<file path="config.mk">
export PLATFORM = sky130hd
export DESIGN_NAME = npt_dist
export DESIGN_NICKNAME = d
export VERILOG_FILES = /design/src/rtl/core/npt_pkg.sv /design/src/rtl/core/npt_dist.sv
export SDC_FILE = /design/constraint.sdc
export NUM_CORES = 2
export LEC_CHECK = 0
export BUFFER_PORTS_ARGS = -buffer_cell sky130_fd_sc_hd__buf_2
export CORE_ASPECT_RATIO = 1.5
export CORE_MARGIN = 2
export CORE_UTILIZATION = 42
export DETAILED_ROUTE_END_ITERATION = 12
export PLACE_DENSITY_LB_ADDON = 0.25
export SLEW_MARGIN = 20
export SYNTH_ARGS = -nofsm -noshare
export SYNTH_HDL_FRONTEND = slang
export SYNTH_SLANG_ARGS = --single-unit
</file>
<file path="constraint.sdc">
create_clock -name clk -period 4.3 [get_ports clk]
set_input_delay 0.215 -clock clk [delete_from_list [all_inputs] [get_ports clk]]
set_output_delay 0.215 -clock clk [all_outputs]
set_load 0.05 [all_outputs]
</file>
<file path="src/rtl/core/npt_pkg.sv">
`default_nettype none

package npt_pkg;

    // Default sizes of the table.
    localparam int DEF_MAX_POINTS = 1024;
    localparam int DEF_MAX_DIMS   = 6;
    localparam int DEF_COORD_BITS = 16;

    // Fixed field widths of the item ports.
    localparam int IN_AXES     = 6;
    localparam int IN_COORD_W  = 16;
    localparam int EXT_COORD_W = 24;
    localparam int OP_W        = 2;
    localparam int STATUS_W    = 2;
    localparam int OUT_IDX_W   = 10;
    localparam int DIMS_W      = 3;

    localparam logic [DIMS_W-1:0] DIMS_RESET = 3'd6;

    // Operation codes.
    localparam logic [OP_W-1:0] OP_INSERT = 2'd0;
    localparam logic [OP_W-1:0] OP_QUERY  = 2'd1;
    localparam logic [OP_W-1:0] OP_CLEAR  = 2'd2;

    // Status codes.
    localparam logic [STATUS_W-1:0] STAT_OK    = 2'd0;
    localparam logic [STATUS_W-1:0] STAT_FULL  = 2'd1;
    localparam logic [STATUS_W-1:0] STAT_EMPTY = 2'd2;

    typedef struct packed {
        logic        [OP_W-1:0]       operation;
        logic signed [IN_COORD_W-1:0] coord_0;
        logic signed [IN_COORD_W-1:0] coord_1;
        logic signed [IN_COORD_W-1:0] coord_2;
        logic signed [IN_COORD_W-1:0] coord_3;
        logic signed [IN_COORD_W-1:0] coord_4;
        logic signed [IN_COORD_W-1:0] coord_5;
    } req_t;

    typedef struct packed {
        logic [OUT_IDX_W-1:0] point_index;
        logic [STATUS_W-1:0]  status;
    } rsp_t;

    // Marks that travel with one row read through the distance pipeline.
    typedef struct packed {
        logic valid;
        logic first;
        logic last;
    } scan_tag_t;

    typedef enum logic [1:0] {
        ST_IDLE,
        ST_SCAN,
        ST_DRAIN
    } state_t;

endpackage

`default_nettype wire

</file>
<file path="src/rtl/core/npt_dist.sv">
`default_nettype none

module npt_dist
    import npt_pkg::*;
#(
    parameter int MAX_DIMS   = DEF_MAX_DIMS,
    parameter int COORD_BITS = DEF_COORD_BITS,
    parameter int IDX_W      = 10
) (
    input  wire logic                                  clk,
    input  wire logic                                  rst_n,
    input  wire logic [MAX_DIMS*COORD_BITS-1:0]        row,
    input  wire logic [MAX_DIMS*COORD_BITS-1:0]        query,
    input  wire logic [MAX_DIMS-1:0]                   lane_en,
    input  wire scan_tag_t                             tag_in,
    input  wire logic [IDX_W-1:0]                      idx_in,
    output logic [2*COORD_BITS+$clog2(MAX_DIMS)-1:0]   sum_out,
    output scan_tag_t                                  tag_out,
    output logic [IDX_W-1:0]                           idx_out
);

    localparam int SQ_W  = 2 * COORD_BITS;
    localparam int SUM_W = SQ_W + $clog2(MAX_DIMS);

    logic [SQ_W-1:0]  sq_next [MAX_DIMS];
    logic [SQ_W-1:0]  sq_reg  [MAX_DIMS];
    logic [SUM_W-1:0] sum_next;
    logic [SUM_W-1:0] sum_reg;
    scan_tag_t        tag_a_reg;
    scan_tag_t        tag_b_reg;
    logic [IDX_W-1:0] idx_a_reg;
    logic [IDX_W-1:0] idx_b_reg;

    // One squaring lane per axis; axes that are switched off add nothing.
    always_comb
    begin
        logic signed [COORD_BITS:0]     diff;
        logic signed [2*COORD_BITS+1:0] prod;
        for (int k = 0; k < MAX_DIMS; k++)
        begin
            diff = $signed({row[k*COORD_BITS+COORD_BITS-1], row[k*COORD_BITS +: COORD_BITS]})
                 - $signed({query[k*COORD_BITS+COORD_BITS-1],
                            query[k*COORD_BITS +: COORD_BITS]});
            prod = diff * diff;
            sq_next[k] = lane_en[k] ? prod[SQ_W-1:0] : '0;
        end
    end

    always_comb
    begin
        sum_next = '0;
        for (int k = 0; k < MAX_DIMS; k++)
        begin
            sum_next = sum_next + SUM_W'(sq_reg[k]);
        end
    end

    always_ff @(posedge clk or negedge rst_n)
    begin
        if (!rst_n)
        begin
            tag_a_reg <= '0;
            tag_b_reg <= '0;
        end
        else
        begin
            tag_a_reg <= tag_in;
            tag_b_reg <= tag_a_reg;
        end
    end

    always_ff @(posedge clk)
    begin
        for (int k = 0; k < MAX_DIMS; k++)
        begin
            sq_reg[k] <= sq_next[k];
        end
        sum_reg   <= sum_next;
        idx_a_reg <= idx_in;
        idx_b_reg <= idx_a_reg;
    end

    assign sum_out = sum_reg;
    assign tag_out = tag_b_reg;
    assign idx_out = idx_b_reg;

endmodule

`default_nettype wire

</file>
* Word level (Yosys, flattened, before mapping)
Memory sizes are Yosys's and may differ from the RTL's.
Index checks and enable logic that the tools add are counted.
** Cells by class
- $add $sub $neg :: 11
- $mul :: 6
- Mux-type cells :: 6
** Operators with widths (count)
- $mul A17 B17 Y32 :: 6
- $mux W32 :: 6
- $sub A16 B16 Y17 :: 6
- $add A35 B32 Y35 :: 2
- $add A34 B32 Y35 :: 1
- $add A33 B32 Y34 :: 1
- $add A32 B32 Y33 :: 1
** Storage, ports and cells
- Bits of input ports :: 213
- Memories kept :: 1
- Bits in writable memories :: 192
- Logic and storage cells :: 33
- Output and inout bits :: 48
- Flip-flop bits (word level) :: 61
** Memories
- sq_reg :: depth 6, width 32, rd ports 6, clocked after Yosys merged registers in 0, wr ports 6, RTL line npt_dist.sv:26 : logic [SQ_W-1:0] sq_reg [MAX_DIMS];

* Logic depth before layout (Yosys ltp)
- Depth in word-level cells :: 5
- Gate-level depth with buffers :: 36
- Gate-level depth less buffers :: 34

* Worst setup path after synthesis
Ideal clock, no wire load.
- Kind :: in2reg
- Start point :: in row[32]
- End point :: mem sq_reg[2][31] (netlist name)
- Path slack :: -3.581 ns
- Data arrival time :: 7.765 ns
- Stages on the path :: 35
- Data required time :: 4.184 ns
- Setup time :: 0.116 ns
- Cell sequence :: inv_1 -> ha_1 -> fa_1 -> nor2b_1 -> o21a_1 -> o21ai_1 -> a211oi_1 -> nor3_1 -> o21bai_1 -> a21oi_1 -> xor2_1 -> inv_1 -> clkbuf_1 -> nand2_1 -> fa_1 -> inv_1 -> fa_1 -> inv_1 -> fa_1 -> inv_1 -> fa_1 -> fa_1 -> inv_1 -> fa_1 -> inv_1 -> ha_1 -> a2111oi_2 -> o21ai_1 -> o21ai_0 -> a31oi_1 -> a311o_1 -> a311oi_2 -> o21ai_1 -> a21oi_1 -> and3b_1
** RTL lines
- from (decl) :: RTL line npt_dist.sv:12 : input wire logic [MAX_DIMS*COORD_BITS-1:0] row,
- to (decl) :: RTL line npt_dist.sv:26

==> results.toml <==
[synth]
yosysMostFrequentCell = "inv_1"
synth_cell_type_count = 106
syn-cell-area_um2 = 70700
synth_edf_count = 0
synth_warnings = 0
netlist_top_cells_count = "2,222 x inv_1, 1,675 x fa_1, 681 x nor2_1"
ys_ff_latch = 247
syn_inst = 7730
syn_area_per_cell_um2 = 9.15
yosysTopAreaCell = "fa_1"
synth_area_leaders = "fa_1 47%, inv_1 12%, ha_1 11%"
netlist.area_leader.share = 0.474
synth_flop_cell = "dfxtp_1"
yosysSeqAreaShare = 0.0704
async_flop_share = 0.0243

[clocking]
root_buffer = "clkbuf_16"
clk_pin_slew_ns = 0.07
clk_latency_ns = 0.60
cts_max_path_buffers = 3
htreeDepth = 1
tritoncts = "done"
clock-sinks = 247
numCtsBuffers = 29

[route]
finalWirelength_um = 204000
vias = 57600
first_iter_violations = 2134
wl_per_cell_um = 17.1
vias_per_cell = 4.81
ant_nets = 0
drtPass1Iterations = 5
drc = 0

[setup_path]
r2r_slack_ns = -0.23
worstPathArrival_ns = 7.76
cp-end-kind = "flop"
cp.required_ns = 4.78
worstRegToRegCells = 16
crit_fanout = 6
crit_path_max_incr_delay_ns = 0.51
regToRegStartpoint = "sq_reg[1][3]$_SDFF_PN0_"
slowest_stage = "fa_1"
start_kind = "input port"
r2r-end = "sum_out[32]$_DFF_P_"
path_class = "in -> reg"
endpoint = "sq_reg[3][31]$_SDFF_PN0_"
crit_top_cell = "fa_1"
cp-startpoint = "query[49]"

[final_layout]
stdcell_area_um2 = 96900
drive_gt1_frac = 0.343
fin_util = 0.579
largest_register_ffs = 186
final_cells = 12000
fillers = 14400
area_delta_synth_final_pct = 37.0
nets = 12200
register_area_um2 = 4980
multi_input_area_um2 = 62800

[grt]
antenna_found_initial = 7
gr-total-overflow = 0
grt_max_degree = 38
grt_util_all_layers = 0.243
grt_pass1_wl_um = 332000
first_global_vias = 65500

[sta]
setup_viol = 162
clock.fmax_mhz = 137
finalHoldViolations = 0
min_period_ns = 7.28
max_slew_margin = 0.167
finClkSkew_ns = 0.0158
worstMarginPinSlew_ns = 1.25
timing.final.crit_share = 1.69
grt_setup_unrepaired = "yes"
fin_ws_ns = -2.98
drv_slew = 0

[floorplanning]
rows = 184
die_h_um = 507
initial_utilization = 0.422
ios = 261
die_area_um2 = 172000
core_um2 = 167000
die_x_um = 339

[placement]
dp.cells = 11700
dpl_cell_area_um2 = 90000
hpwl_um = 180000
numPortBuffers = 260
place_congestion = 0.965
pre_cts_slack_ns = -3.88

[outcome]
outcome = "complete, but fails checks"
violations = "negative setup slack"

[min_path]
hold_path_class = "in -> reg"

[run]
cap_violations = 0
-- layer usage --
metal,wire length [µm],global-route usage,vias up
met5,39,0,-
met4,9730,0.0945,6
met3,5100,0.0139,465
met2,115000,0.479,1073
met1,74600,0.269,29300
li1,-,-,26800
-- how the worst min path moves through the flow --
stage,startpoint,end,depth (start not counted)
2_1_floorplan,rst_n,tag_a_reg[0]$_DFF_PN0_,0
3_3_place_gp,rst_n,tag_out[0]$_DFF_PN0_,1
3_5_place_dp,rst_n,tag_out[2]$_DFF_PN0_,1
4_1_cts,lane_en[4],sq_reg[4][14]$_SDFF_PN0_,2
5_1_grt,lane_en[4],sq_reg[4][14]$_SDFF_PN0_,2
6_report,lane_en[4],sq_reg[4][14]$_SDFF_PN0_,2
-- logic make-up (layout without fill, tap and decap cells) --
| family | Yosys count | count (layout) | synth area share |
|---|---|---|---|
| adders and majority gates | 2276 | 2276 | 0.581 |
| muxes | 9 | 9 | 0.00129 |
| other | 2 | 7 | 0.000106 |
| xor gates and xnor gates | 301 | 301 | 0.0381 |
| AOI/OAI and AO/OA | 693 | 693 | 0.0665 |
| DFF | 247 | 247 | 0.0704 |
| and+or+nand+nor | 1779 | 1779 | 0.114 |
| buffers and inverters | 2423 | 4419 | 0.129 |
-- stage by stage --
step	hold slack (ns)	TNS [ns]
after global routing	0.123	-352.57
after CTS	0.0810	-304.54
after floorplan	-0.0806	-302.94
after global placement	0.0363	-430.86
final	0.0975	-313.80
after detailed placement	0.0412	-437.40
-- critical path: cells and delay by family --
kind,cells,cell delay [ns]
adder cells (fa/ha/maj),8,3.43
AO/OA/AOI/OAI,12,2.52
AND/OR/NAND/NOR,6,1.01
buffers and inverters,8,0.56
-- cell usage in the layout (no fill, tap or decap), types with 101 or more instances in the layout --
cell type / count
dfxtp_1: 239
fa_1: 1584
buf_4: 1619
ha_1: 455
buf_6: 170
xnor2_1: 168
buf_2: 246
inv_1: 2020
a21oi_1: 101
nor2_1: 553
inv_2: 190
nand2_1: 448
ha_4: 132
-- what timing repair did --
item                                   in CTS  in global routing
endpoints found under the hold margin      21                  0
setup endpoints to repair                 167                180
gates cloned                                2                  0
pin swaps                                 409                392
hold buffers                               16                  0
resized for setup                         646                393
setup buffers                             164                108
-- area by class of cell --
| cell class | count | area share |
|---|---|---|
| repair buffers | 2108 | 0.171 |
| well taps | 2232 | 0.0288 |
| multi-input cells | 5062 | 0.648 |
| clock inverters | 22 | 0.00254 |
| inverters | 2256 | 0.0901 |
| diodes | 3 | 0.0000775 |
| flip-flops and latches | 247 | 0.0514 |
| clock buffers | 32 | 0.00792 |
| repair inverters | 1 | 0.0000775 |
Power is not shown: default switching activity piles up to over one toggle a cycle in this logic, so the estimate is an artifact.
