**src/rtl/core/npt_ram.sv**
```systemverilog
`default_nettype none

module npt_ram #(
    parameter int WIDTH = 16,
    parameter int DEPTH = 16
) (
    input  wire logic                     clk,
    input  wire logic                     wr_en,
    input  wire logic [$clog2(DEPTH)-1:0] wr_addr,
    input  wire logic [WIDTH-1:0]         wr_data,
    input  wire logic                     rd_en,
    input  wire logic [$clog2(DEPTH)-1:0] rd_addr,
    output logic      [WIDTH-1:0]         rd_data
);

    logic [WIDTH-1:0] mem_reg [DEPTH];
    logic [WIDTH-1:0] rd_data_reg;

    always_ff @(posedge clk)
    begin
        if (wr_en)
        begin
            mem_reg[wr_addr] <= wr_data;
        end
        if (rd_en)
        begin
            rd_data_reg <= mem_reg[rd_addr];
        end
    end

    assign rd_data = rd_data_reg;

endmodule

`default_nettype wire

```
**config.mk**
```make
export PLATFORM = sky130hd
export DESIGN_NAME = npt_ram
export DESIGN_NICKNAME = d
export VERILOG_FILES = /design/src/rtl/core/npt_ram.sv
export SDC_FILE = /design/constraint.sdc
export NUM_CORES = 1
export LEC_CHECK = 0
export BUFFER_PORTS_ARGS = -buffer_cell sky130_fd_sc_hd__buf_2
export CORE_ASPECT_RATIO = 0.9
export CORE_MARGIN = 8
export CORE_UTILIZATION = 39
export DETAILED_ROUTE_END_ITERATION = 12
export PLACE_DENSITY = 0.64
export SLEW_MARGIN = 20
export SYNTH_ARGS = -nofsm -noshare
export SYNTH_HDL_FRONTEND = slang
export SYNTH_SLANG_ARGS = --single-unit
```
**constraint.sdc**
```tcl
create_clock -name clk -period 2.4 [get_ports clk]
set_clock_uncertainty 0.1 [all_clocks]
set_input_delay 0.12 -clock clk [delete_from_list [all_inputs] [get_ports clk]]
set_output_delay 0.12 -clock clk [all_outputs]
set_load 0.02 [all_outputs]
```
Yosys cells after proc, flatten, opt, wreduce, memory -nomap -nowiden
Memory sizes are Yosys's and may differ from the RTL's. A register that Yosys moved wholly into a read port is not among the register bits.
Cells that the tools add are included.
{"block": "classes", "mux": 2}
{"cell": "$mux W1", "n": 2}
{"block": "word_totals", "word_cells": 3, "mem_count": 1, "register_bits": 0, "inputBits": 27, "out_inout_bits": 16, "ram_bits": 256}
{"name": "mem_reg", "words": 16, "word_bits": 16, "read_ports": 1, "rd_clocked_by_memory_dff": 1, "wr": 1, "line_no": "16", "rtl": "logic [WIDTH-1:0] mem_reg [DEPTH];"}

Longest topological paths before layout
Gate-level depths: netlist of run 1.
{"block": "logic_depth", "depth_word": 2, "mapped_depth": 5, "depth_no_buf": 3}

Worst setup path before layout of run 1
No wires, ideal clock.
{"block": "synth_timing", "kind": "input to register", "startpoint": "in wr_addr[2]", "endpoint": "mem mem_reg[0][0], enable pin", "slack_ns": 0.125, "path_stages": 2, "arrival_ns": 1.766, "t_required_ns": 1.891, "setup_time_ns": 0.409, "path_buffers": 0, "path_cell_list": "or3b_2 nor3_1"}
{"element": "from (decl)", "line_no": "9", "rtl": "input wire logic [$clog2(DEPTH)-1:0] wr_addr,"}
{"element": "to (decl)", "line_no": "16"}
No word-level cell before the write port.

==> results of run 1 <==
## power by group
group | internal (µW) | switching [µW]
logic | 213 | 299
registers | 5350 | 28.7
clock network | 2420 | 1690
## cells by family after synthesis
group / count (synthesis)
compound gates: 32
flops: 272
buf+inv: 21
mux: 64
simple gates: 43
## area by class of cell
cell class / instances / area, µm²
Fill cell: 2132 / 13900
Clock inverter: 18 / 145
Clock buffer: 33 / 741
Multi-Input combinational cell: 139 / 1960
Tap cell: 348 / 435
Sequential cell: 272 / 8170
Timing Repair Buffer: 84 / 606
## through the flow
step / util (%) / std cells / total power (µW) / hold slack (ns)
after global routing: 46.5 / 894 / 10300 / 0.0152
after global placement: 42.5 / 827 / 5970 / 0.389
final: 46.5 / 894 / 10000 / 0.0241
after detailed placement: 42.5 / 827 / 5980 / 0.405
after floorplan: - / 432 / 5760 / 0.119
after CTS: 46.5 / 894 / 10100 / 0.00318
## Yosys cell counts
library cell and n:
a22oi_1 32, and2_1 1, buf_1 3, buf_2 3, buf_4 3, buf_6 4, clkbuf_1 8, edfxtp_1 272
mux4_1 10, mux4_2 54, nand2_1 17, nand2b_1 2, nand3_1 1, nand3b_1 2, nor2_1 13, nor2b_1 2
nor3_1 4, or3b_2 1
## metal layers
metal	up-vias	GRT usage, %
li1	2036	-
met4	0	3.66
met3	41	2.49
met5	-	0
met2	189	23.4
met1	2453	17.9
## worst reg2reg max path: stages (launching register included)
cell and delay, ns:
edfxtp_1 0.37, mux4_1 0.50, a22oi_1 0.22, nand2_1 0.09
## path summary, 6_finish.rpt
check	endpoint	cells past startpoint
max	rd_data[4]$_DFFE_PP_	3
min	rd_data[14]$_DFFE_PP_	1
max reg2reg	rd_data[4]$_DFFE_PP_	3
min reg2reg	rd_data[6]$_DFFE_PP_	3
==> impl_results.md, run 1 <==
- Routability Congestion: 0.708
- Worst r2r src: mem_reg[9][4]$_DFFE_PP_
- CP Data Arrival Time: roughly 1.7 ns
- Dpl ws: 0.474 ns
- Via count of the first global-routing pass: 5014
- Worst Tran Pin Value: 0.559 ns
- Area contributors post-synth: edfxtp_1, mux4_2, mux4_1, a22oi_1, nand2_1
- Root Buffer: clkbuf_16
- Largest net degree at the start of global routing: 65
- Crit share post-route: 64.1%
- Slew Viols, Final: 0
- Min Tclk post-route: 1.54 ns
- Ratio of total power to cell area: 830 nW/µm²
- Setup crit start: mem_reg[9][4]$_DFFE_PP_
- Post-Place Cell Area: 11000 µm²
- Synth Area in Compound Gates: under 10%
- Nets@finish: 552
- Inserted Diodes: 0
- Sequential fraction of the synthesis area: 80.0%
- Worst Path Buf+Inv: 0
- CTS buffer count: 28
- Count of hold-fix buffers inserted at cts: 16
- Syn Inst Count: approximately 430
- PostCTS Resize Cnt: 0
- R2R setup slack: approximately 0.86 ns
- Met1 wire length: 8430 µm
- Number of flip-flops under the largest register name: 256
- Post-Syn Area: 10200 µm²
- Setup CP Type: reg -> reg
- Syn_area_per_cell: between 20 and 25 µm²
- Cell variety after synth: 18
- Die height: 169 µm
- Net Count, Synth: 459
- Synth Area in Adders: 0%
- I/O pins: 43
- Max frequency: ~0.65 GHz
- Hold path startpoint: rd_en
- Wire length on met2: 10800 µm
- P_leak: 0.00392 µW
- Die Wd: 187 µm
- TritonCTS clock tree: done
- Total grt overflow: 0
- Worst Slack Setup Final: 0.862 ns
- Longest Clk Path Bufs: 3
- Largest family of logic cells by synthesized area: multiplexers
- Simple-gate share of the synthesized area: 1.89%
- Initial antenna violation count: 0
- Clock transition at path regs: 0.06 ns
- CP Launch Type: register
- Max incr delay on CP: 0.50 ns
- First-pass DRT Iterations: 4
- CP Cell Sequence: mux4_1 > a22oi_1 > nand2_1
- Setup TNS: 0 ns
- RSZ-0062 raised after global routing: no
- DR iter-0 viols: 442
- DPL Wire Length: 11700 µm
- Clock Sinks: 272
- Core Box Area: 25900 µm²
- CP max-delay cell: mux4_1
- GRT Util Overall: 13.7%
- Yosys reg bits: 272
- Crit path max-delay family: multiplexers
- Worst Hold Class: in -> reg
- Critical-path maximum fanout: 1
- Max cap viols: 0
- Initial Utilization: 39.4%
- Worst-skew pair later-pin latency: 0.53 ns
- Worst ir drop on vdd: 466 µV
- Synth top area share: 80.0%
- DRC: 0
- Synth area leader: edfxtp_1
- Num rows: 56
- Vias: 4719
- DRT antenna net count: 0
- Critical path capture point type: register
- Worst Path Required: 2.57 ns
- Routed len/inst: 24.2 µm
- Post-synthesis mux area share: 14.5%
- Final Setup Violations: 0
- Layout cells sized above 1: between 30% and 40%
- Setup bufs post-CTS: 0
- Global-route wire length before repair: 32500 µm
- Post-Synth XOR/XNOR Area: 0%
- WL final: 21600 µm
- WL met3: just under 2000 µm
- Synth Warn #: 0
- Via density: 5.28
- Port Buffers: 42
- Area grow syn2layout: 18.2%
- H-tree depth: 1
- Die area: about 32000 µm²
- Slew HR: around 63%
- Most frequent cells in the layout: edfxtp_1, mux4_2, buf_2, a22oi_1, clkbuf_16
- Most common cell after layout, fill and taps aside: edfxtp_1
- Endpoints failing hold: 0
- Design area: roughly 12000 µm²
- Status: completed
- Max layer used: met4
(Power assumes the default switching activity.)
==> inputs of run 2 (changes only) <==
Settings changed: PLACE_DENSITY 0.64 to 0.62.
Clock period 2.4 ns to 1.5 ns, I/O delays scaled along.
==> impl_results.md, run 2 (same netlist as run 1, synthesis figures left out) <==
- Worst ir drop on vdd: around 800 µV
- Switching share of power: 20.4%
- Setup TNS: -0.0689 ns
- Cell Int Power: 12400 µW
- I/O pins: 43
- Setup CP Type: reg -> reg
- Seq pwr share: between 50% and 60%
- Max incr delay on CP: 0.52 ns
- WL final: roughly 21000 µm
- First-pass DRT Iterations: 4
- Global-route wire length before repair: 31800 µm
- Worst Tran Pin Value: approximately 0.32 ns
- DRT antenna net count: 0
- Vias: 4715
- Ratio of total power to cell area: 1270 nW/µm²
- Worst Path Required: 1.66 ns
- Status: finished with violations
- Min Tclk post-route: between 1.5 and 2 ns
- Sw Pwr: 3190 µW
- Clock Sinks: 272
- Clk pwr share: 39.3%
- Max frequency: 0.648 GHz
- Most common cell after layout, fill and taps aside: edfxtp_1
- Final Util: 47.5%
- Largest net degree at the start of global routing: 33
- Critical path capture point type: register
- Die area: 31600 µm²
- Worst r2r src: mem_reg[10][2]$_DFFE_PP_
- Post-Place Cell Area: 11300 µm²
- CP Data Arrival Time: about 1.7 ns
- Number of flip-flops under the largest register name: around 260
- Clock transition at path regs: about 0.060 ns
- Slew HR: 78.8%
- Worst-skew pair later-pin latency: 0.53 ns
- Final Setup Violations: 2
- Total grt overflow: 0
- DPL Wire Length: 11800 µm
- Root Buffer: clkbuf_16
- Layout cells sized above 1: 34.8%
- Die height: 169 µm
- Crit path max-delay family: multiplexers
- Die Wd: roughly 190 µm
- Initial Utilization: 39.4%
- Longest Clk Path Bufs: 3
- Failing checks: negative setup slack
- Nets@finish: 557
- P_leak: 0.00396 µW
- Num rows: 56
- CTS buffer count: 27
- TritonCTS clock tree: done
- Hold Worst Slack: approximately 0.020 ns
- CP max-delay cell: mux4_2
- Critical-path maximum fanout: 1
- DRC: 0
- Port Buffers: 42
- RSZ-0062 raised after global routing: yes
- Max cap viols: 0
- GRT Util Overall: 13.5%
- Slew Viols, Final: 0
- Hold path startpoint: wr_addr[0]
- DR iter-0 viols: 417
- Worst Hold Class: in -> reg
- Endpoints failing hold: 0
- Inserted Diodes: 0
- Setup bufs post-CTS: 0
- Worst Slack Setup Final: -0.0439 ns
- Setup crit start: mem_reg[10][2]$_DFFE_PP_
- Area grow syn2layout: 20.7%
- Routed len/inst: 23.7 µm
- Most frequent cells in the layout: edfxtp_1, mux4_2, buf_2, a22oi_1, clkbuf_16
- CP Launch Type: register
- H-tree depth: 1
- Design area: 12300 µm²
- Worst Path Buf+Inv: 0
- Core Box Area: 25900 µm²
- Tot Pwr: 15600 µW
- Initial antenna violation count: 0
- Routability Congestion: 0.698
- Combinational Power Share: 5.7%
- Via density: 5.24
- Via count of the first global-routing pass: 5015
- Crit share post-route: 103%
- CP Cell Sequence: mux4_2 > a22oi_2 > nand2_2
## run 2: cell types whose count changed in the layout (fill, tap and decap cells not counted), moves of 2 or more
cell,before,now
nor3_2,4,0
clkbuf_1,4,8
buf_4,24,9
a22oi_1,32,27
mux4_1,10,6
clkbuf_16,29,27
nor3_4,0,4
mux4_2,54,58
buf_12,3,23
a22oi_2,0,5
## run 2: worst paths after layout
kind,end,slack (ns),cells past startpoint
setup / recovery,rd_data[2]$_DFFE_PP_,-0.04,3
hold / removal,mem_reg[0][11]$_DFFE_PP_,0.02,3
setup reg to reg,rd_data[2]$_DFFE_PP_,-0.04,3
hold reg to reg,rd_data[3]$_DFFE_PP_,0.64,3
## run 2: cell type report
type | count | area [µm²]
Clock buffer | 35 | 706
Clock inverter | 15 | 104
Fill cell | 2106 | 13600
Multi-Input combinational cell | 139 | 2000
Sequential cell | 272 | 8170
Tap cell | 348 | 435
Timing Repair Buffer | 90 | 903
## run 2: timing repair
action / CTS / global route
endpoints found under the hold margin: 263 / 0
hold buffers: 17 / 0
pin swaps: 4 / 6
endpoints found under the setup margin: 5 / 14
gates resized for setup: 0 / 10
## run 2: stage by stage
| stage | setup WS (ns) | std cells |
|---|---|---|
| floorplan | -0.196 | 432 |
| global placement | -0.249 | 832 |
| detailed placement | -0.274 | 832 |
| CTS | -0.0990 | 899 |
| global route | -0.0859 | 899 |
| finish | -0.0439 | 899 |
## run 2: power by group through the flow
stage | Sequential [µW] | Combinational, µW | Clock, µW
finish | 8610 | 892 | 6150
global route | 8620 | 967 | 6590
CTS | 8610 | 900 | 6320
detailed placement | 8770 | 864 | 0
global placement | 8760 | 840 | 0
floorplan | 8800 | 423 | 0
## run 2: tightest hold or removal path: cells and delay by family
family,cells,cell delay (ns)
AND/OR/NAND/NOR,1,0.06
buffers and inverters,2,0.33
## run 2: routing by layer
layer / track usage (%) / wire length, µm
met3: 2.44 / 1660
met4: 2.90 / 290
met1: 18.9 / 9080
met5: 0 / 0
met2: 21.9 / 10200
